## src/rtl/vpa_pkg.sv

```systemverilog
// Shared types, constants and helpers for the voice pool allocator.
// Used by every module of the block; depends on nothing.
`default_nettype none

package vpa_pkg;

    localparam int MaxVoices   = 1024;
    localparam int MonoDepth   = 512;
    localparam int StereoDepth = 256;
    localparam int AgeBits     = 32;
    localparam int OwnerBits   = 8;
    localparam int PrioBits    = 8;

    localparam int HandleBits    = $clog2(MaxVoices);
    localparam int MonoIdxBits   = $clog2(MonoDepth);
    localparam int StereoIdxBits = $clog2(StereoDepth);
    localparam int MonoCntBits   = MonoIdxBits + 1;
    localparam int StereoCntBits = StereoIdxBits + 1;
    localparam int MonoLimBits   = 10;
    localparam int StereoLimBits = 9;
    localparam int CfgIdxBits    = 1;
    localparam int CfgDataBits   = 10;
    localparam int StatusBits    = 3;

    // Register indexes of the configuration port
    localparam logic [CfgIdxBits-1:0] CfgMonoLimit   = 1'd0;
    localparam logic [CfgIdxBits-1:0] CfgStereoLimit = 1'd1;

    // Operation codes
    localparam logic OpAcquire = 1'b0;
    localparam logic OpRelease = 1'b1;

    // Result status codes
    localparam logic [StatusBits-1:0] StReused   = 3'd0;
    localparam logic [StatusBits-1:0] StCreated  = 3'd1;
    localparam logic [StatusBits-1:0] StStolen   = 3'd2;
    localparam logic [StatusBits-1:0] StNone     = 3'd3;
    localparam logic [StatusBits-1:0] StReleased = 3'd4;
    localparam logic [StatusBits-1:0] StRefused  = 3'd5;

    // Classified command passed from front to back
    typedef struct packed {
        logic                  is_release;
        logic                  is_stereo;
        logic                  handle_ok;
        logic [OwnerBits-1:0]  owner;
        logic [PrioBits-1:0]   prio;
        logic                  loop;
        logic [HandleBits-1:0] handle;
    } cmd_t;

    // One owner table entry
    typedef struct packed {
        logic                 valid;
        logic [OwnerBits-1:0] owner;
        logic [PrioBits-1:0]  prio;
        logic                 loop;
        logic [AgeBits-1:0]   age;
    } entry_t;

    // Mono limit clamped to 8..512
    function automatic logic [MonoLimBits-1:0] eff_mono(input logic [MonoLimBits-1:0] m);
        logic [MonoLimBits-1:0] r;
        r = m;
        if (m > MonoLimBits'(512)) r = MonoLimBits'(512);
        if (m < MonoLimBits'(8))   r = MonoLimBits'(8);
        return r;
    endfunction

    // Stereo limit capped at 256; zero falls back to the mono limit
    function automatic logic [StereoLimBits-1:0] eff_stereo(
        input logic [StereoLimBits-1:0] s,
        input logic [MonoLimBits-1:0]   m
    );
        logic [StereoLimBits-1:0] r;
        logic [MonoLimBits-1:0]   em;
        r  = s;
        em = eff_mono(m);
        if (s > StereoLimBits'(256)) r = StereoLimBits'(256);
        if (s == '0)
        begin
            if (em > MonoLimBits'(256)) r = StereoLimBits'(256);
            else                        r = em[StereoLimBits-1:0];
        end
        return r;
    endfunction

endpackage

`default_nettype wire

```

## src/rtl/vpa_ifs.sv

```systemverilog
// Request and result channel interfaces of the voice pool allocator.
// Depends on vpa_pkg for field widths.
`default_nettype none

interface vpa_in_if;
    logic                           valid;
    logic                           ready;
    logic                           opcode;
    logic                           is_stereo;
    logic [vpa_pkg::OwnerBits-1:0]  owner_id;
    logic [vpa_pkg::PrioBits-1:0]   priority_req;
    logic                           looping;
    logic [vpa_pkg::HandleBits-1:0] voice_handle;

    modport source (output valid, opcode, is_stereo, owner_id, priority_req, looping,
                    voice_handle, input ready);
    modport sink   (input valid, opcode, is_stereo, owner_id, priority_req, looping,
                    voice_handle, output ready);
endinterface


`default_nettype wire

```

## src/rtl/vpa_front.sv

```systemverilog
// Front stage: accepts request beats, classifies them and holds one command.
// Depends on vpa_pkg and vpa_in_if.
`default_nettype none

module vpa_front (
    input  wire logic          clk,
    input  wire logic          rst_n,
    vpa_in_if.sink             in_ch,
    input  wire logic          clearing,
    output vpa_pkg::cmd_t      cmd,
    output logic               cmd_valid,
    input  wire logic          cmd_ready
);

    logic          valid_reg, valid_next;
    vpa_pkg::cmd_t cmd_reg, cmd_next;
    logic          take;

    // Accept while the hold register is empty or draining, never during the sweep
    assign in_ch.ready = !clearing && (!valid_reg || cmd_ready);
    assign take        = in_ch.valid && in_ch.ready;

    // Classify the beat
    always_comb
    begin
        cmd_next = cmd_reg;
        if (take)
        begin
            cmd_next.is_release = (in_ch.opcode == vpa_pkg::OpRelease);
            cmd_next.is_stereo  = in_ch.is_stereo;
            cmd_next.handle_ok  = (in_ch.voice_handle != '0) &&
                ({1'b0, in_ch.voice_handle} < (vpa_pkg::HandleBits+1)'(vpa_pkg::MaxVoices));
            cmd_next.owner      = in_ch.owner_id;
            cmd_next.prio       = in_ch.priority_req;
            cmd_next.loop       = in_ch.looping;
            cmd_next.handle     = in_ch.voice_handle;
        end
        valid_next = take ? 1'b1 : (cmd_ready ? 1'b0 : valid_reg);
    end

    always_ff @(posedge clk or negedge rst_n)
    begin
        if (!rst_n)
            valid_reg <= 1'b0;
        else
            valid_reg <= valid_next;
    end

    always_ff @(posedge clk)
    begin
        cmd_reg <= cmd_next;
    end

    assign cmd       = cmd_reg;
    assign cmd_valid = valid_reg;

endmodule

`default_nettype wire

```

## src/flat_wrapper.sv

```systemverilog
// flat-port wrapper written by rule: the top's interface ports become plain ports
module vpa_front_flat 
  (clk, rst_n, clearing, cmd, cmd_valid, cmd_ready, in_ch_valid, in_ch_opcode, in_ch_is_stereo, in_ch_owner_id, in_ch_priority_req, in_ch_looping, in_ch_voice_handle, in_ch_ready);
  vpa_in_if in_ch_i ();
  input  wire logic clk;
  input  wire logic rst_n;
  input  wire logic clearing;
  output vpa_pkg::cmd_t cmd;
  output logic cmd_valid;
  input  wire logic cmd_ready;
  input wire logic [$bits(in_ch_i.valid)-1:0] in_ch_valid;
  input wire logic [$bits(in_ch_i.opcode)-1:0] in_ch_opcode;
  input wire logic [$bits(in_ch_i.is_stereo)-1:0] in_ch_is_stereo;
  input wire logic [$bits(in_ch_i.owner_id)-1:0] in_ch_owner_id;
  input wire logic [$bits(in_ch_i.priority_req)-1:0] in_ch_priority_req;
  input wire logic [$bits(in_ch_i.looping)-1:0] in_ch_looping;
  input wire logic [$bits(in_ch_i.voice_handle)-1:0] in_ch_voice_handle;
  output wire logic [$bits(in_ch_i.ready)-1:0] in_ch_ready;
  assign in_ch_i.valid = in_ch_valid;
  assign in_ch_i.opcode = in_ch_opcode;
  assign in_ch_i.is_stereo = in_ch_is_stereo;
  assign in_ch_i.owner_id = in_ch_owner_id;
  assign in_ch_i.priority_req = in_ch_priority_req;
  assign in_ch_i.looping = in_ch_looping;
  assign in_ch_i.voice_handle = in_ch_voice_handle;
  assign in_ch_ready = in_ch_i.ready;
  vpa_front u_core (.clk(clk), .rst_n(rst_n), .in_ch(in_ch_i), .clearing(clearing), .cmd(cmd), .cmd_valid(cmd_valid), .cmd_ready(cmd_ready));
endmodule
```

## config.mk

```make
export PLATFORM = sky130hd
export DESIGN_NAME = vpa_front_flat
export DESIGN_NICKNAME = d
export VERILOG_FILES = /design/src/rtl/vpa_pkg.sv /design/src/rtl/vpa_ifs.sv /design/src/rtl/vpa_front.sv /design/src/flat_wrapper.sv
export SDC_FILE = /design/constraint.sdc
export NUM_CORES = 1
export LEC_CHECK = 0
export ABC_CLOCK_PERIOD_IN_PS = 2770
export BUFFER_PORTS_ARGS = -buffer_cell sky130_fd_sc_hd__buf_4
export CORE_ASPECT_RATIO = 0.6
export CORE_MARGIN = 5
export CORE_UTILIZATION = 40
export CTS_BUF_LIST = sky130_fd_sc_hd__clkbuf_4
export CTS_CLUSTER_SIZE = 24
export DETAILED_ROUTE_END_ITERATION = 6
export GPL_TIMING_DRIVEN = 0
export PLACE_DENSITY = 0.87
export SYNTH_ARGS = -nofsm -noshare
export SYNTH_HDL_FRONTEND = slang
export SYNTH_SLANG_ARGS = --single-unit
```

## constraint.sdc

```tcl
create_clock -name clk -period 2.77 [get_ports clk]
set_input_delay 0 -clock clk [delete_from_list [all_inputs] [get_ports clk]]
set_output_delay 0 -clock clk [all_outputs]
set_load 0.01 [all_outputs]
```

# Yosys cells after proc, flatten, opt, wreduce, memory -nomap -nowiden

Index checks and enable logic that the tools add are counted.

Muxes and demuxes: 2
Reduce and logical (&&, ||, !) cells: 7

Operators with widths:

| operator           | number |
|---|---|
| $reduce_bool 10->1 | 1 |
| $logic_and 1x1->1  | 2 |
| $logic_not 1->1    | 2 |
| $mux 1             | 2 |
| $reduce_bool 2->1  | 1 |
| $logic_or 1x1->1   | 1 |

Bits in registers: 31
Word-level logic and storage cells: 17

# Logic depth before layout (Yosys ltp)

Gate-level depths: netlist (run 1).

Depth after elaboration: 5
Depth in mapped cells: 2

# Worst setup path before layout (run 1)

Ideal clock, no wire load.

Path kind: reg-to-reg
Start point: register u_core.valid_reg, in the netlist u_core.cmd_valid
End point: register u_core.cmd_reg (netlist bit u_core.cmd[0]) (enable)
Setup time: 417 ps
Setup slack: 514 ps
Clock period less this slack: 2256 ps
Arrival: 1839 ps
Stages on the path, launching flop included: 3
Cells stage by stage: dfrtp_1 nor2b_1 nor2_1

Word-level cells in the longest chain between the ends: 4

RTL lines:

| element                  | line            | text |
|---|---|---|
| start: declaration       | vpa_front.sv:15 | `logic valid_reg, valid_next;` |
| start signal: assignment | vpa_front.sv:46 | `valid_reg <= valid_next;` |
| $logic_not 1->1          | vpa_front.sv:20 | `assign in_ch.ready = !clearing && (!valid_reg \|\| cmd_ready);` |
| $logic_or 1x1->1         | vpa_front.sv:20 |  |
| $logic_and 1x1->1        | vpa_front.sv:20 |  |
| $logic_and 1x1->1        | vpa_front.sv:21 | `assign take = in_ch.valid && in_ch.ready;` |
| net u_core.take          | vpa_front.sv:17 | `logic take;` |
| end signal: assignment   | vpa_front.sv:51 | `cmd_reg <= cmd_next;` |
| end: declaration         | vpa_front.sv:16 | `vpa_pkg::cmd_t cmd_reg, cmd_next;` |

The timed path passes the listed nets, and every way through them passes these cells.
A chain may end at the register's enable or synchronous reset.

# Final worst setup path (run 1)

Start point: input port in_ch_valid
End point: register u_core.valid_reg, in the netlist u_core.cmd_valid

Word-level cells in the longest chain between the ends: 2
Elaborated cells between the ends (all ways): 3
Classes of those cells: mux (1); reduce/logical (2)

RTL lines:

| element                                     | line               | text |
|---|---|---|
| start: declaration                          | flat_wrapper.sv:11 | `input wire logic [$bits(in_ch_i.valid)-1:0] in_ch_valid;` |
| $logic_and 1x1->1 (*)                       | vpa_front.sv:21    |  |
| $mux 1 or $reduce_bool 2->1 (tied branches) | --                 |  |

Mark *: on every way between the ends. The rest lies on a longest branch, timed or not.

==> results of run 1 <==
per-layer routing:
layer	share of wire, %	up-vias	global-route usage, %	wire length, µm
met5	0	-	0	0
met4	2.5	0	10.8	72
met3	14	9	9.88	399
met2	47	48	31.2	1360
met1	37	353	19.1	1090
li1	-	371	-	-
metrics by stage:
stage / cells / total power [µW] / hold slack, ns
3_5_place_dp: 136 / 653 / -0.221
5_1_grt: 178 / 1010 / 0.232
6_report: 178 / 963 / 0.219
3_3_place_gp: 135 / 644 / -0.224
4_1_cts: 178 / 953 / 0.228
2_1_floorplan: 40 / 576 / -0.296
cells by family after synthesis:
group	share of synthesized area, %
simple gates	4.88
flops	95.1
worst max path at each step:
stage / start / end / slack (ns) / cells after the start
finish: in_ch_valid / u_core.cmd_valid / 1.01 / 6
floorplan: u_core.cmd_valid / u_core.cmd[0] / 0.51 / 2
CTS: in_ch_valid / u_core.cmd_valid / 1.07 / 6
detailed placement: u_core.cmd_valid / u_core.cmd[4] / 1.11 / 3
global placement: u_core.cmd_valid / u_core.cmd[0] / 0.19 / 2
global route: u_core.cmd_valid / u_core.cmd[27] / 0.99 / 3
power breakdown:
part	switching [µW]	internal, µW
combinational	48.7	90.4
clock	149	130
sequential	6.61	538
placed cells by master (no fill, tap or decap):
master	instances
buf_16	1
nor2_1	2
nand3_1	1
dlygate4sd3_1	34
nand2b_1	2
nor4_1	2
buf_4	65
nor2_2	1
edfxtp_1	30
dfrtp_1	1
clkbuf_4	8
nor2b_1	1
cell type report:
class                   count  area (µm²)  share of cell area [%]
repair buffers            100         856                    44.4
multi-input cells           9        50.0                    2.59
clock buffers               8        60.1                    3.11
well taps                  30        37.5                    1.95
flip-flops and latches     31         926                    48.0
tightest hold or removal path: cells and delay by family:
kind	cells	cell delay, ns
and+or+nand+nor	2	0.27
buffers and inverters	1	0.08
repair_timing:
action / 4_1_cts / 5_1_grt
hold buffers: 34 / 0
setup buffers: 0 / 0
endpoints found under the hold margin: 32 / 0
endpoints found under the setup margin: 0 / 0
==> impl_metrics.env, run 1 <==
export IMPL_start_kind="input pin"
export IMPL_wirelength_um=2910
export IMPL_fmax_ghz=0.569
export IMPL_synth_area_um2=973
export IMPL_synth_top_area_share_pct=92.5
export IMPL_fp_dieArea_mm2=0.00355
export IMPL_drtPass1Iterations=4
export IMPL_gp_congestion=0.695
export IMPL_start_util_pct=43.4
export IMPL_leakage_uw=0.000809
export IMPL_synth_flop_cell="edfxtp_1"
export IMPL_antenna_cells=0
export IMPL_max_slew_margin_pct=50.6
export IMPL_worstHoldEndpoint="u_core.cmd[0]"
export IMPL_critPathKind="in2reg"
export IMPL_grt_pass1_wl_um=4340
export IMPL_htree_num_levels=2
export IMPL_rows=13
export IMPL_reg2reg_slack_ns=1.09
export IMPL_fin_ws_ns=1.01
export IMPL_ios=66
export IMPL_cts_inserted_buffers=5
export IMPL_hold_path_class="in2reg"
export IMPL_r2r_cells=3
export IMPL_synth_top_area_cell="edfxtp_1"
export IMPL_overflow=0
export IMPL_cpMaxStageDelayCell="dlygate4sd3_1"
export IMPL_hold_violations=0
export IMPL_power_density_mw_per_mm2=499
export IMPL_core_area_mm2=0.00224
export IMPL_synth_commonest_cells="edfxtp_1, nor2_1, nand2b_1, nor4_1"
export IMPL_fin_nets=181
export IMPL_timing_setup_tns_ns=0
export IMPL_area_growth_pct=98.2
export IMPL_viasPerCell=4.39
export IMPL_crit_path_end_kind="flop"
export IMPL_die_h_um=48.2
export IMPL_setup_viol=0
export IMPL_cts_clk_slew_worst_paths_ns=0.09
export IMPL_max_vdd_ir_drop_mv=0.366
export IMPL_synth_most_common_cell="edfxtp_1"
export IMPL_cts_tree="yes"
export IMPL_clkSinkCount=31
export IMPL_r2r_start="u_core.cmd_valid"
export IMPL_hold_depth=3
export IMPL_max_cap_violations=0
export IMPL_postPlaceCellArea_mm2=0.00153
export IMPL_utilization_pct=86.0
export IMPL_cp_max_fo=2
export IMPL_skew_ns=0.00938
export IMPL_fill_cells=108
export IMPL_clk_latency_ns=0.34
export IMPL_die_w_um=73.7
export IMPL_max_stage_delay_ns=0.57
export IMPL_synth_avg_cell_area_um2=24.3
export IMPL_clockBufferDepth=2
export IMPL_seq_area_frac_synth_pct=95.1
export IMPL_ant_nets=0
export IMPL_antenna_found_initial=0
export IMPL_grt_usage_pct=18.5
export IMPL_finalCritPeriodShare_pct=63.5
export IMPL_hold_path_startpoint="clearing"
export IMPL_vias=781
export IMPL_synthTopCellsByArea="edfxtp_1, dfrtp_1, nand2b_1"
export IMPL_syn_nets=74
export IMPL_drive_above_1_share_pct=50.7
export IMPL_r2r_end="u_core.cmd[17]"
export IMPL_min_period_ns=1.76
export IMPL_final_cell_area_mm2=0.00193
export IMPL_drc=0
export IMPL_cpMostUsedCell="dlygate4sd3_1"
export IMPL_post_place_ws_ns=1.11
export IMPL_crit_family="buffers and inverters"
export IMPL_status="finished, final reports clean"
export IMPL_async_flop_share_pct=3.23
export IMPL_finalMaxSlewViolations=0
export IMPL_crit_chain="dlygate4sd3_1, buf_4, nand2b_1, dlygate4sd3_1, nand2b_1, dlygate4sd3_1"
export IMPL_synth_edf_count=30
export IMPL_synth_seq_cells=31
export IMPL_rsz0062_at_grt="no"
export IMPL_portBuffers=65
export IMPL_ctsResizeCount=0
export IMPL_grt_max_degree=19
export IMPL_tightest_slew_ns=0.740
export IMPL_grt_pass1_vias=861
export IMPL_clock_root_buffer="clkbuf_4"
export IMPL_yosysWarnings=0
export IMPL_syn_inst=40
export IMPL_cp_num_buf_inv=4
export IMPL_required_ns=2.99
export IMPL_synth_distinct_cells=7
export IMPL_drt_iter0_markers=30
export IMPL_wl_per_cell_um=16.4
export IMPL_largest_reg_flops=30
export IMPL_arrival_ns=1.98
Note: power is estimated with default switching activity, not from simulation.
==> run 2: changes to the inputs <==
--- a/config.mk
+++ b/config.mk
@@ -5,7 +5,7 @@
 export SDC_FILE = /design/constraint.sdc
 export NUM_CORES = 1
 export LEC_CHECK = 0
-export ABC_CLOCK_PERIOD_IN_PS = 2770
+export ABC_CLOCK_PERIOD_IN_PS = 1700
 export BUFFER_PORTS_ARGS = -buffer_cell sky130_fd_sc_hd__buf_4
 export CORE_ASPECT_RATIO = 0.6
 export CORE_MARGIN = 5
==> constraint.sdc (replaced) <==
create_clock -name clk -period 1.7 [get_ports clk]
set_input_delay 0 -clock clk [delete_from_list [all_inputs] [get_ports clk]]
set_output_delay 0 -clock clk [all_outputs]
set_load 0.01 [all_outputs]
==> run 2 against run 1 <==
  * Worst hold slack worse by 0.19 ns
  * Register-to-register slack got worse by 1.0 ns
  * Cell area shrank 2.6%
  * Die area unchanged
  * Setup slack worse by 0.94 ns
  * Wire length is 14% higher
  * Combinational power up 59%
  * Non-clock buffer count decreased by 3
  * Sequential cell count did not move
  * Largest cell class unchanged
==> impl_metrics.env, run 2 (synthesis results as in run 1) <==
export IMPL_ant_nets=0
export IMPL_required_ns=1.65
export IMPL_post_place_ws_ns=0.103
export IMPL_hold_path_class="in2reg"
export IMPL_grt_pass1_vias=915
export IMPL_start_kind="flop"
export IMPL_htree_num_levels=2
export IMPL_fmax_ghz=0.613
export IMPL_drt_iter0_markers=41
export IMPL_fin_ws_ns=0.0693
export IMPL_die_h_um=48.2
export IMPL_setup_viol=0
export IMPL_wirelength_um=3320
export IMPL_die_w_um=73.7
export IMPL_status="finished, final reports clean"
export IMPL_skew_ns=0.0120
export IMPL_largest_reg_flops=30
export IMPL_final_cell_area_mm2=0.00188
export IMPL_start_util_pct=43.4
export IMPL_ios=66
export IMPL_antenna_cells=0
export IMPL_rows=13
export IMPL_core_area_mm2=0.00224
export IMPL_fin_cells=175
export IMPL_leakage_uw=0.000783
export IMPL_power_density_mw_per_mm2=803
export IMPL_area_growth_pct=93.1
export IMPL_finalCritPeriodShare_pct=95.9
export IMPL_clockBufferDepth=2
export IMPL_wl_per_cell_um=19.0
export IMPL_cts_tree="yes"
export IMPL_drtPass1Iterations=4
export IMPL_grt_pass1_wl_um=5010
export IMPL_critPathKind="reg2reg"
export IMPL_cp_max_fo=30
export IMPL_portBuffers=65
export IMPL_postCtsSetupRepairBufs=0
export IMPL_fp_dieArea_mm2=0.00355
export IMPL_arrival_ns=1.58
export IMPL_tightest_slew_ns=0.822
export IMPL_cts_clk_slew_worst_paths_ns=0.09
export IMPL_postPlaceCellArea_mm2=0.00151
export IMPL_clkSinkCount=31
export IMPL_layout_common_cells="buf_4, dlygate4sd3_1, edfxtp_1, clkbuf_4"
export IMPL_viasPerCell=4.59
export IMPL_max_cap_violations=0
export IMPL_antenna_found_initial=0
export IMPL_drc=0
export IMPL_fill_cells=105
export IMPL_max_vdd_ir_drop_mv=0.652
export IMPL_cts_inserted_buffers=5
export IMPL_min_period_ns=1.63
export IMPL_final_common_cell="buf_4"
export IMPL_gp_congestion=0.672
export IMPL_hold_violations=0
export IMPL_timing_setup_tns_ns=0
export IMPL_clock_root_buffer="clkbuf_4"
export IMPL_vias=803
export IMPL_fin_nets=178
export IMPL_ctsResizeCount=0
export IMPL_rsz0062_at_grt="no"
export IMPL_finalMaxSlewViolations=0
export IMPL_drive_above_1_share_pct=49.7
export IMPL_clk_latency_ns=0.33
export IMPL_grt_max_degree=31
export IMPL_hold_ws_ns=0.0279
export IMPL_crit_path_end_kind="flop"
export IMPL_overflow=0
export IMPL_post_place_cells=135
export IMPL_grt_usage_pct=21.5
export IMPL_max_slew_margin_pct=45.1
==> run 2: cell types whose count changed in the layout (fill, tap and decap cells not counted) <==
| cell | delta |
|---|---|
| clkbuf_4 | -2 |
| clkinv_1 | +2 |
| dlygate4sd3_1 | -2 |
| buf_16 | -1 |
| nor2_2 | -1 |
| nor2_4 | +1 |
==> run 2: layout make-up <==
cell class              count  area (µm²)  area share (%)
flip-flops and latches     31         926            49.3
well taps                  30        37.5            2.00
multi-input cells           9        55.1            2.93
clock buffers               6        45.0            2.40
clock inverters             2        7.51           0.399
repair buffers             97         808            43.0
==> run 2: critical path: stages, from the launching register on <==
cell and delay [ns]:
dfrtp_1 0.41, nor2b_1 0.19, nor2_4 0.64
==> run 2: path summary, 6_finish.rpt <==
kind	start	to	slack, ns	depth (start not counted)
worst min-delay path	cmd_ready	u_core.cmd_valid	0.03	3
worst max register to register	u_core.cmd_valid	u_core.cmd[14]	0.07	2
worst min register to register	u_core.cmd_valid	u_core.cmd_valid	0.80	2
worst max-delay path	u_core.cmd_valid	u_core.cmd[14]	0.07	2
max in group asynchronous	rst_n	u_core.cmd_valid	1.07	3
min in group asynchronous	rst_n	u_core.cmd_valid	0.52	3
==> run 2: layer usage <==
metal	vias up	global-route usage, %	part of all wire [%]
li1	365	-	-
met1	375	22.8	36
met2	58	39.3	50
met3	5	10.3	13
met4	0	6.50	1.0
met5	-	0	0
==> run 2: stage by stage <==
stage               util (%)  power (µW)
floorplan                  -         940
global placement        67.1        1050
detailed placement      67.1        1060
CTS                     83.7        1510
global route            83.7        1580
finish                  83.7        1510
==> run 2: power by group <==
group	internal (µW)	total (µW)	switching [µW]	leakage, µW
clock network	169	399	230	0.0000307
logic	137	221	84.2	0.000462
registers	877	889	12.0	0.000291
==> run 2: repair_timing <==
item                       4_1_cts  5_1_grt
setup endpoints to repair        0       15
hold buffers                    32        0
hold endpoints to repair        32        0
