===== config.mk =====
export PLATFORM = sky130hd
export DESIGN_NAME = vpa_queue
export DESIGN_NICKNAME = d
export VERILOG_FILES = /design/src/rtl/vpa_pkg.sv /design/src/rtl/vpa_queue.sv
export SDC_FILE = /design/constraint.sdc
export NUM_CORES = 1
export LEC_CHECK = 0
export BUFFER_PORTS_ARGS = -buffer_cell sky130_fd_sc_hd__buf_2
export CAP_MARGIN = 20
export CORE_MARGIN = 8
export CORE_UTILIZATION = 50
export DETAILED_ROUTE_END_ITERATION = 10
export PLACE_DENSITY = 0.84
export SETUP_SLACK_MARGIN = 0.4
export SYNTH_ARGS = -nofsm -noshare
export SYNTH_HDL_FRONTEND = slang
export SYNTH_SLANG_ARGS = --single-unit

===== constraint.sdc =====
create_clock -name clk -period 2.6 [get_ports clk]
set_input_delay 0.52 -clock clk [delete_from_list [all_inputs] [get_ports clk]]
set_output_delay 0.52 -clock clk [all_outputs]
set_load 0.02 [all_outputs]

===== src/rtl/vpa_pkg.sv =====
// Shared types, constants and helpers for the voice pool allocator.
// Used by every module of the block; depends on nothing.
`default_nettype none

package vpa_pkg;

    localparam int MaxVoices   = 1024;
    localparam int MonoDepth   = 512;
    localparam int StereoDepth = 256;
    localparam int AgeBits     = 32;
    localparam int OwnerBits   = 8;
    localparam int PrioBits    = 8;

    localparam int HandleBits    = $clog2(MaxVoices);
    localparam int MonoIdxBits   = $clog2(MonoDepth);
    localparam int StereoIdxBits = $clog2(StereoDepth);
    localparam int MonoCntBits   = MonoIdxBits + 1;
    localparam int StereoCntBits = StereoIdxBits + 1;
    localparam int MonoLimBits   = 10;
    localparam int StereoLimBits = 9;
    localparam int CfgIdxBits    = 1;
    localparam int CfgDataBits   = 10;
    localparam int StatusBits    = 3;

    // Register indexes of the configuration port
    localparam logic [CfgIdxBits-1:0] CfgMonoLimit   = 1'd0;
    localparam logic [CfgIdxBits-1:0] CfgStereoLimit = 1'd1;

    // Operation codes
    localparam logic OpAcquire = 1'b0;
    localparam logic OpRelease = 1'b1;

    // Result status codes
    localparam logic [StatusBits-1:0] StReused   = 3'd0;
    localparam logic [StatusBits-1:0] StCreated  = 3'd1;
    localparam logic [StatusBits-1:0] StStolen   = 3'd2;
    localparam logic [StatusBits-1:0] StNone     = 3'd3;
    localparam logic [StatusBits-1:0] StReleased = 3'd4;
    localparam logic [StatusBits-1:0] StRefused  = 3'd5;

    // Classified command passed from front to back
    typedef struct packed {
        logic                  is_release;
        logic                  is_stereo;
        logic                  handle_ok;
        logic [OwnerBits-1:0]  owner;
        logic [PrioBits-1:0]   prio;
        logic                  loop;
        logic [HandleBits-1:0] handle;
    } cmd_t;

    // One owner table entry
    typedef struct packed {
        logic                 valid;
        logic [OwnerBits-1:0] owner;
        logic [PrioBits-1:0]  prio;
        logic                 loop;
        logic [AgeBits-1:0]   age;
    } entry_t;

    // Mono limit clamped to 8..512
    function automatic logic [MonoLimBits-1:0] eff_mono(input logic [MonoLimBits-1:0] m);
        logic [MonoLimBits-1:0] r;
        r = m;
        if (m > MonoLimBits'(512)) r = MonoLimBits'(512);
        if (m < MonoLimBits'(8))   r = MonoLimBits'(8);
        return r;
    endfunction

    // Stereo limit capped at 256; zero falls back to the mono limit
    function automatic logic [StereoLimBits-1:0] eff_stereo(
        input logic [StereoLimBits-1:0] s,
        input logic [MonoLimBits-1:0]   m
    );
        logic [StereoLimBits-1:0] r;
        logic [MonoLimBits-1:0]   em;
        r  = s;
        em = eff_mono(m);
        if (s > StereoLimBits'(256)) r = StereoLimBits'(256);
        if (s == '0)
        begin
            if (em > MonoLimBits'(256)) r = StereoLimBits'(256);
            else                        r = em[StereoLimBits-1:0];
        end
        return r;
    endfunction

endpackage

`default_nettype wire


===== src/rtl/vpa_queue.sv =====
// Two-entry command queue between the front and back stages.
// Depends on vpa_pkg for the command type.
`default_nettype none

module vpa_queue (
    input  wire logic          clk,
    input  wire logic          rst_n,
    input  vpa_pkg::cmd_t      push_cmd,
    input  wire logic          push_valid,
    output logic               push_ready,
    output vpa_pkg::cmd_t      pop_cmd,
    output logic               pop_valid,
    input  wire logic          pop_ready
);

    vpa_pkg::cmd_t mem_reg [2];
    logic       wr_ptr_reg, wr_ptr_next;
    logic       rd_ptr_reg, rd_ptr_next;
    logic [1:0] cnt_reg, cnt_next;
    logic       do_push, do_pop;

    assign push_ready = (cnt_reg != 2'd2);
    assign pop_valid  = (cnt_reg != 2'd0);
    assign pop_cmd    = mem_reg[rd_ptr_reg];
    assign do_push    = push_valid && push_ready;
    assign do_pop     = pop_valid && pop_ready;

    // Advance pointers and occupancy
    always_comb
    begin
        wr_ptr_next = do_push ? !wr_ptr_reg : wr_ptr_reg;
        rd_ptr_next = do_pop  ? !rd_ptr_reg : rd_ptr_reg;
        cnt_next    = cnt_reg + 2'(do_push) - 2'(do_pop);
    end

    always_ff @(posedge clk or negedge rst_n)
    begin
        if (!rst_n)
        begin
            wr_ptr_reg <= 1'b0;
            rd_ptr_reg <= 1'b0;
            cnt_reg    <= 2'd0;
        end
        else
        begin
            wr_ptr_reg <= wr_ptr_next;
            rd_ptr_reg <= rd_ptr_next;
            cnt_reg    <= cnt_next;
        end
    end

    always_ff @(posedge clk)
    begin
        if (do_push)
            mem_reg[wr_ptr_reg] <= push_cmd;
    end

endmodule

`default_nettype wire


; ---- Yosys cells after proc, flatten, opt, wreduce, memory -nomap -nowiden
; Memory sizes are Yosys's and may differ from the RTL's.
; Cells that the tools add are included.
[classes]
n_addsub = 2
n_eq_ne = 1
n_mux = 2
n_reduce_logical = 5
[op_table]
columns = op, count
row1 = 2-bit by 1-bit adder with 2-bit output, 1
row2 = 1-bit logical AND, 2
row3 = 1-bit logical NOT, 2
row4 = 1-bit 2-to-1 mux, 2
row5 = "2-bit != test, second input constant", 1
row6 = 2-bit nonzero test, 1
row7 = 2-bit by 1-bit subtractor with 2-bit output, 1
[totals]
ff_bits = 4
mem_bits_rw = 60
input_bits = 34
output_inout_bits = 32
wordCells = 14
memories = 1
[memory_table]
columns = memory, words, word_bits, rd, rd_ports_with_merged_regs, wr, line
row1 = mem_reg, 2, 30, 1, 0, 1, vpa_queue.sv:16  ; vpa_pkg::cmd_t mem_reg [2];

; ---- Longest topological paths before layout
; Gate-level depths: netlist (run 1).
[logic_depth]
word_depth = 4
ltp_mapped = 5
ltp_nobuf = 5

; ---- Worst setup path after synthesis (run 1)
; Ideal clock, no wire load.
[synth_timing]
kind = register -> register
startpoint = register cnt_reg[0]
endpoint = memory mem_reg[0][0] in the netlist's numbering (enable)
setup_ps = 417
arrival_time_ps = 2078
required_ps = 2183
setup_slack_ps = 105
stages_incl_launch_ff = 4
path_buffers = 0
synth_period_minus_slack_ps = 2495
path_cell_list = dfrtp_1 -> nand2b_1 -> nand2_1 -> nor2_1
[synth_via]
elab_chain_len = 4
[synth_rtl]
columns = item, line
row1 = start: declaration, vpa_queue.sv:19  ; logic [1:0] cnt_reg, cnt_next;
row2 = start signal: assignment, vpa_queue.sv:48  ; cnt_reg <= cnt_next;
row3 = 2-bit != test, vpa_queue.sv:22  ; assign push_ready = (cnt_reg != 2'd2);
row4 = named net push_ready, vpa_queue.sv:10  ; output logic push_ready,
row5 = 1-bit logical AND, vpa_queue.sv:25  ; assign do_push = push_valid && push_ready;
row6 = 1-bit 2-to-1 mux, vpa_queue.sv:54  ; if (do_push)
row7 = 1-bit 2-to-1 mux (implied by the code), vpa_queue.sv:55  ; mem_reg[wr_ptr_reg] <= push_cmd;
row8 = end: declaration, vpa_queue.sv:16
; The timed path passes the listed nets, and every way through them passes these cells.

==> results.json, run 1 <==
{
  "status": "completed",
  "grt_pass1_vias": 1416,
  "finalCriticalPeriod_ps": 2090,
  "synth.distinct_cells": 17,
  "die_w_um": 85.1,
  "dieHeight_um": 85.1,
  "ir_worst_vdd_mv": 0.472,
  "worstMarginPinSlew_ps": 706,
  "yosysSeqAreaShare_pct": 79.6,
  "dieArea_um2": 7240,
  "ys_ff_latch": 64,
  "power_uw": 3610,
  "diodes": 0,
  "drc": 0,
  "final.setup.tns_ps": 0,
  "synth_top_area_share_pct": 75.4,
  "avgSynthCellArea_um2": 20.8,
  "layout.cells.most_common_list": "65 x buf_2, 60 x edfxtp_1, 30 x mux2_2",
  "grt_pass1_wl_mm": 6.98,
  "start_util_pct": 51.2,
  "worstSetupStartpointType": "register",
  "fmax_ghz": 0.478,
  "multiInputGateArea_um2": 474,
  "drtAntennaViolNets": 0,
  "crit_required_ps": 2080,
  "hold_end": "mem_reg[0][21]$_DFFE_PP_",
  "critical_path_class": "reg2out",
  "worstPathMaxFanout": 27,
  "finalHoldViolations": 0,
  "syn_nets": 150,
  "clk_pin_slew_ps": 70,
  "slew_headroom_pct": 52.9,
  "grt_max_degree": 31,
  "p_int_uw": 2460,
  "drt-vias-per-instance": 5.01,
  "p_leak_uw": 0.00116,
  "p_seq_share_pct": 41.9,
  "setup_viol": 0,
  "nNetsFinal": 226,
  "finish.utilization_pct": 65.0,
  "ioPinCount": 66,
  "finalMaxSlewViolations": 0,
  "netlist_top_cells_area": "edfxtp_1 75%, mux2_2 14%, dfrtp_1 4.2%",
  "largest_reg_flops": 60,
  "yosys_warnings": 0,
  "clockBufferDepth": 2,
  "reg2reg_to": "mem_reg[1][23]$_DFFE_PP_",
  "cpMaxStageDelayCell": "dfrtp_1",
  "max_cap_violations": 0,
  "switching_share_pct": 31.8,
  "areaGrowthSynthToFinish_pct": 26.9,
  "drtIter0Drc": 128,
  "track_usage_pct": 13.0,
  "io_buffer_count": 65,
  "seq_area_um2": 1900,
  "dr.pass1.iters": 4,
  "grt_overflow": 0,
  "routed_wl_mm": 4.45,
  "vias": 1252,
  "core-area_um2": 4660,
  "synthCells": 115,
  "final_common_cell": "buf_2",
  "power_per_cell_area_nw_per_um2": 1190,
  "skew_ps": 6.38,
  "drive_gt1_share_pct": 60.2,
  "p_switching_uw": 1150,
  "dp_hpwl_mm": 3.13,
  "hp-class": "in2reg",
  "clock_sinks": 64,
  "cp_cell_sequence": "buf_12 -> mux2_2 -> buf_2",
  "reg2reg_slack_ps": 940,
  "arrival_ps": 1570,
  "max_stage_delay_ps": 480,
  "end_kind": "output port",
  "syn_area_um2": 2390,
  "grt_setup_unrepaired": "no",
  "post_cts_buffers": 0,
  "cts-buffers-inserted": 9,
  "clkPwrFrac_pct": 24.8,
  "comb_power_share_pct": 33.3,
  "holdPathStages": 1,
  "ff2ff_path_depth": 2,
  "nFillCells": 336,
  "min-delay-start": "push_cmd[21]",
  "cts_tree": "yes",
  "rr_startpoint": "cnt_reg[0]$_DFF_PN0_",
  "yosys.area.top_type": "edfxtp_1",
  "cp-startpoint": "rd_ptr_reg$_DFFE_PN0P_",
  "h-tree-depth": 3,
  "num_rows": 25,
  "gp_congestion": 0.699,
  "cts_root_buf": "clkbuf_8",
  "antenna_found_initial": 0,
  "layout_worst_path_cycle_share_pct": 80.5,
  "wl_per_cell_um": 17.8,
  "clock_latency_ps": 330
}
worst max path at each step:
stage                                    end  slack (ps)
global route                     pop_cmd[23]         420
floorplan            mem_reg[0][0]$_DFFE_PP_         590
detailed placement  mem_reg[1][25]$_DFFE_PP_         840
finish                           pop_cmd[23]         510
global placement    mem_reg[1][26]$_DFFE_PP_         880
CTS                               pop_cmd[3]         480
worst max-delay path, delay by kind of cell (launching register included):
| kind | cells | cell delay, ps |
|---|---|---|
| DFF | 1 | 480 |
| muxes | 1 | 360 |
| buffers and inverters | 2 | 390 |
layer usage:
| layer | wire length, µm | vias to the layer above | GRT usage, % |
|---|---|---|---|
| met5 | 0 | - | 0 |
| met4 | 61 | 0 | 6.31 |
| met3 | 361 | 4 | 6.76 |
| met2 | 2260 | 52 | 21.8 |
| met1 | 1770 | 598 | 13.1 |
| li1 | - | 598 | - |
synthesized netlist by cell type:
cell,number
edfxtp_1,60
mux2_2,30
dfrtp_1,4
buf_2,3
nor2_1,3
xnor2_1,3
nand2_1,2
a311oi_2,1
and2b_2,1
and3_2,1
and4bb_1,1
ha_1,1
nand2b_1,1
nand3_1,1
o21ai_0,1
o21ba_2,1
or2_2,1
power by group through the flow:
stage / Sequential (µW) / Clock [µW] / Combinational (µW)
3_5_place_dp: 1540 / 0 / 1220
4_1_cts: 1520 / 909 / 1230
3_3_place_gp: 1510 / 0 / 1190
6_report: 1510 / 893 / 1200
5_1_grt: 1530 / 966 / 1290
2_1_floorplan: 1490 / 0 / 840
final cells by class:
class                           count  area share [%]
Clock buffer                       10            4.21
Tap cell                           54            2.23
Sequential cell                    64            62.8
Clock inverter                      6            2.77
Timing Repair Buffer               68            12.4
Multi-Input combinational cell     48            15.6
logic make-up (layout without fill, tap and decap cells):
group,Yosys count,in the layout,share of synthesized area (%)
AOI/OAI and AO/OA,3,3,1.26
and+or+nand+nor,11,11,2.72
adders and majority gates,1,1,0.524
buffers and inverters,3,84,0.628
DFF,64,64,79.6
xor gates and xnor gates,3,3,1.10
muxes,30,30,14.1
through the flow:
step / area (µm²) / setup WS, ps / hold slack (ps) / std cells
floorplan: 2390 / 592 / 224 / 115
global placement: 2810 / 883 / 332 / 233
detailed placement: 2810 / 842 / 331 / 233
CTS: 3030 / 484 / 366 / 250
global route: 3030 / 424 / 348 / 250
finish: 3030 / 508 / 378 / 250
what timing repair did:
item,CTS,global route
hold buffers,1,0
resized for setup,0,0
endpoints found under the hold margin,4,0
(Power assumes the default switching activity.)
==> run 2, diff against run 1 <==
==> constraint.sdc (replaced) <==
create_clock -name clk -period 2 [get_ports clk]
set_input_delay 0.4 -clock clk [delete_from_list [all_inputs] [get_ports clk]]
set_output_delay 0.4 -clock clk [all_outputs]
set_load 0.02 [all_outputs]
==> run 2 against run 1 <==
  * Sequential share of layout area fell by 0.41 points
  * Register-to-register slack got worse by 380 ps
  * Cell area rose by 0.78%
  * Critical path depth did not move
  * Die area did not move
  * Worst hold slack got worse by 120 ps
  * Count of clock-buffer cells in the layout fell by 1
  * Via count rose by 2.4%
  * Core utilization rose by 0.51 points
  * Wire length fell by 2.0%
  * Global-route usage fell by 0.21 points
  * Highest routed layer unchanged
==> results.json, run 2 (synthesis results as in run 1) <==
{
  "end_kind": "output port",
  "vias": 1282,
  "final_common_cell": "buf_2",
  "worstSetupStartpointType": "register",
  "nNetsFinal": 231,
  "ioPinCount": 66,
  "critical_path_class": "reg2out",
  "nFillCells": 324,
  "rr_startpoint": "cnt_reg[1]$_DFF_PN0_",
  "layout.cells.most_common_list": "63 x buf_2, 60 x edfxtp_1, 30 x mux2_2",
  "hp-class": "in2reg",
  "clk_pin_slew_ps": 70,
  "use_met3_pct": 6.95,
  "worstMarginPinSlew_ps": 226,
  "die_w_um": 85.1,
  "drive_gt1_share_pct": 63.0,
  "cts-buffers-inserted": 9,
  "clockBufferDepth": 2,
  "status": "completed",
  "core-area_um2": 4660,
  "diodes": 0,
  "grt_pass1_wl_mm": 7.00,
  "io_buffer_count": 65,
  "setup_viol": 0,
  "dieHeight_um": 85.1,
  "final.setup.tns_ps": 0,
  "seq_area_um2": 1900,
  "worstPathMaxFanout": 17,
  "dieArea_um2": 7240,
  "finalHoldViolations": 0,
  "h-tree-depth": 3,
  "finalCriticalPeriod_ps": 1820,
  "finalMaxSlewViolations": 0,
  "cts_root_buf": "clkbuf_8",
  "grt_util_met2_pct": 23.3,
  "ir_worst_vdd_mv": 1.02,
  "start_util_pct": 51.2,
  "grt.busiest_layer": "met2",
  "layout_worst_path_cycle_share_pct": 90.8,
  "wl_per_cell_um": 17.2,
  "track_usage_pct": 12.8,
  "multiInputGateArea_um2": 492,
  "areaGrowthSynthToFinish_pct": 27.9,
  "fmax_ghz": 0.551,
  "crit_required_ps": 1600,
  "grt_max_degree": 31,
  "skew_ps": 3.87,
  "setup_slack_ps": 184,
  "drtIter0Drc": 66,
  "cp-startpoint": "rd_ptr_reg$_DFFE_PN0P_",
  "place_ws_ps": 501,
  "power_per_cell_area_nw_per_um2": 1490,
  "grt_setup_unrepaired": "yes",
  "arrival_ps": 1420,
  "gp_congestion": 0.662,
  "clock_sinks": 64,
  "drt-vias-per-instance": 5.05,
  "drc": 0,
  "cts_tree": "yes",
  "routed_wl_mm": 4.36,
  "clock_latency_ps": 320,
  "dr.pass1.iters": 4,
  "num_rows": 25,
  "grt_overflow": 0,
  "final_cell_area_um2": 3050,
  "power_uw": 4550,
  "largest_reg_flops": 60,
  "slew_headroom_pct": 84.9,
  "drtAntennaViolNets": 0,
  "p_leak_uw": 0.00117,
  "max_cap_violations": 0,
  "min-delay-start": "push_cmd[17]",
  "antenna_found_initial": 0,
  "placed_cell_area_um2": 2840,
  "grt_pass1_vias": 1471,
  "grtUsageMet1_pct": 11.8
}
run 2: metrics by stage:
step | hold slack (ps) | cells | utilization [%]
2_1_floorplan | 104 | 115 | -
3_3_place_gp | 211 | 235 | 60.9
3_5_place_dp | 216 | 235 | 60.9
4_1_cts | 242 | 254 | 65.5
5_1_grt | 237 | 254 | 65.5
6_report | 262 | 254 | 65.5
run 2: power breakdown:
group / internal (µW) / total, µW / switching (µW)
Clock: 434 / 892 / 457
Combinational: 764 / 1730 / 966
Sequential: 1840 / 1930 / 90.5
Total: 3040 / 4550 / 1510
run 2: per-layer routing:
metal,vias up,share of wire [%]
li1,615,-
met1,618,37
met2,41,53
met3,8,8.4
met4,0,1.3
met5,-,0
run 2: path summary, 6_finish.rpt:
check                                            to  slack [ps]  cells past startpoint
min in group asynchronous    wr_ptr_reg$_DFFE_PN0P_         410                      2
max                                     pop_cmd[25]         180                      3
min reg2reg                  wr_ptr_reg$_DFFE_PN0P_         550                      1
min                        mem_reg[1][17]$_DFFE_PP_         260                      1
max reg2reg                    cnt_reg[1]$_DFF_PN0_         560                      6
max in group asynchronous      cnt_reg[0]$_DFF_PN0_        1450                      2
run 2: cell type report:
cell class | instances | area share (%)
clock buffers | 9 | 4.06
clock inverters | 6 | 1.23
multi-input cells | 48 | 16.1
flip-flops and latches | 64 | 62.4
well taps | 54 | 2.21
repair buffers | 73 | 14.1
run 2: worst max-delay path, stage by stage (launching register included):
cell     delay [ps]
dfrtp_1         370
buf_6           200
mux2_2          360
buf_2           160
run 2: timing repair:
| item | CTS | global route |
|---|---|---|
| setup buffers | 3 | 0 |
| endpoints found under the hold margin | 4 | 0 |
| resized for setup | 7 | 1 |
| setup endpoints to repair | 31 | 31 |
| hold buffers | 1 | 0 |
==> run 3, diff against run 2 <==
==> constraint.sdc (replaced) <==
create_clock -name clk -period 2.3 [get_ports clk]
set_input_delay 0.46 -clock clk [delete_from_list [all_inputs] [get_ports clk]]
set_output_delay 0.46 -clock clk [all_outputs]
set_load 0.02 [all_outputs]
==> run 3 against run 2 <==
  * Clock skew is 3.6 ps higher
  * Core utilization is 0.13 points higher
  * First-iteration DRC count is 12% higher
  * Largest power group unchanged
==> results.json, run 3 (synthesis results as in run 1) <==
{
  "nFillCells": 312,
  "wl_per_cell_um": 18.3,
  "drtIter0Drc": 74,
  "end_kind": "output port",
  "drc": 0,
  "antenna_found_initial": 0,
  "drtAntennaViolNets": 0,
  "crit_required_ps": 1840,
  "largest_reg_flops": 60,
  "fmax_ghz": 0.512,
  "grt_setup_unrepaired": "yes",
  "worstSetupStartpointType": "register",
  "track_usage_pct": 13.0,
  "worstMarginPinSlew_ps": 402,
  "finalHoldViolations": 0,
  "final_common_cell": "buf_2",
  "h-tree-depth": 3,
  "setup_viol": 0,
  "cpMaxStageDelayCell": "dfrtp_2",
  "gp_congestion": 0.695,
  "cts_root_buf": "clkbuf_8",
  "arrival_ps": 1490,
  "grt_overflow": 0,
  "max_stage_delay_ps": 450,
  "ioPinCount": 66,
  "final.setup.tns_ps": 0,
  "grt_max_degree": 31,
  "cp_cell_sequence": "clkbuf_16 -> mux2_2 -> buf_2",
  "slew_headroom_pct": 73.2,
  "die_w_um": 85.1,
  "areaGrowthSynthToFinish_pct": 28.1,
  "ir_worst_vdd_mv": 0.541,
  "io_buffer_count": 65,
  "dp_hpwl_mm": 3.12,
  "dieHeight_um": 85.1,
  "num_rows": 25,
  "critical_path_class": "reg2out",
  "hp-class": "in2reg",
  "clock_sinks": 64,
  "p_leak_uw": 0.00117,
  "drt-vias-per-instance": 5.11,
  "critPathBufInv": 2,
  "grt_pass1_vias": 1385,
  "dr.pass1.iters": 4,
  "nNetsFinal": 229,
  "cp_top_family": "flip-flops",
  "diodes": 0,
  "cts_tree": "yes",
  "start_util_pct": 51.2,
  "vias": 1292,
  "finalCriticalPeriod_ps": 1950,
  "clockBufferDepth": 2,
  "clk_pin_slew_ps": 70,
  "core-area_um2": 4660,
  "skew_ps": 7.46,
  "power_per_cell_area_nw_per_um2": 1330,
  "finish.utilization_pct": 65.7,
  "layout_worst_path_cycle_share_pct": 84.9,
  "routed_wl_mm": 4.63,
  "dieArea_um2": 7240,
  "max_cap_violations": 0,
  "worstPathMaxFanout": 15,
  "power_uw": 4080,
  "layout.cells.most_common_list": "65 x buf_2, 60 x edfxtp_1, 30 x mux2_2",
  "finalMaxSlewViolations": 0,
  "status": "completed",
  "clock_latency_ps": 340,
  "drive_gt1_share_pct": 61.3,
  "grt_pass1_wl_mm": 6.93,
  "cts-buffers-inserted": 9
}
==> run 3: final cells by class <==
class,instances,area (µm²),share of cell area [%]
repair buffers,71,415,13.6
well taps,54,67.6,2.21
flip-flops and latches,64,1900,62.2
clock buffers,9,124,4.05
clock inverters,7,71.3,2.33
multi-input cells,48,479,15.7
==> run 3: what timing repair did <==
| item | CTS | global route |
|---|---|---|
| setup endpoints to repair | 30 | 30 |
| hold endpoints to repair | 4 | 0 |
| hold buffers | 1 | 0 |
| gates cloned | 0 | 1 |
| buffers inserted | 0 | 1 |
| pin swaps | 0 | 0 |
| resized for setup | 0 | 1 |
==> run 3: through the flow <==
step	cells	setup WS [ps]	instance area (µm²)	hold slack (ps)
2_1_floorplan	115	602	2400	164
3_3_place_gp	234	732	2820	265
3_5_place_dp	234	694	2820	271
4_1_cts	251	316	3030	289
5_1_grt	253	300	3060	286
6_report	253	347	3060	305
==> run 3: power breakdown <==
group / switching (µW) / internal, µW
clock: 427 / 499
combinational: 814 / 630
sequential: 113 / 1600
==> run 3: final timing paths <==
kind                                             start                  endpoint  slack (ps)  cells after the start
worst max-delay path            rd_ptr_reg$_DFFE_PN0P_               pop_cmd[15]         350                      3
worst min-delay path                      push_cmd[16]  mem_reg[0][16]$_DFFE_PP_         300                      1
worst max register to register    cnt_reg[0]$_DFF_PN0_   mem_reg[1][1]$_DFFE_PP_         700                      3
worst min register to register  wr_ptr_reg$_DFFE_PN0P_    wr_ptr_reg$_DFFE_PN0P_         550                      1
max in group asynchronous                        rst_n    rd_ptr_reg$_DFFE_PN0P_        1700                      2
min in group asynchronous                        rst_n    wr_ptr_reg$_DFFE_PN0P_         470                      2
==> run 3: routing by layer <==
metal	wire, µm	GRT usage (%)	vias up
met5	0	0	-
met4	74	7.77	0
met3	383	6.85	6
met2	2410	21.6	45
met1	1760	12.4	630
li1	-	-	611
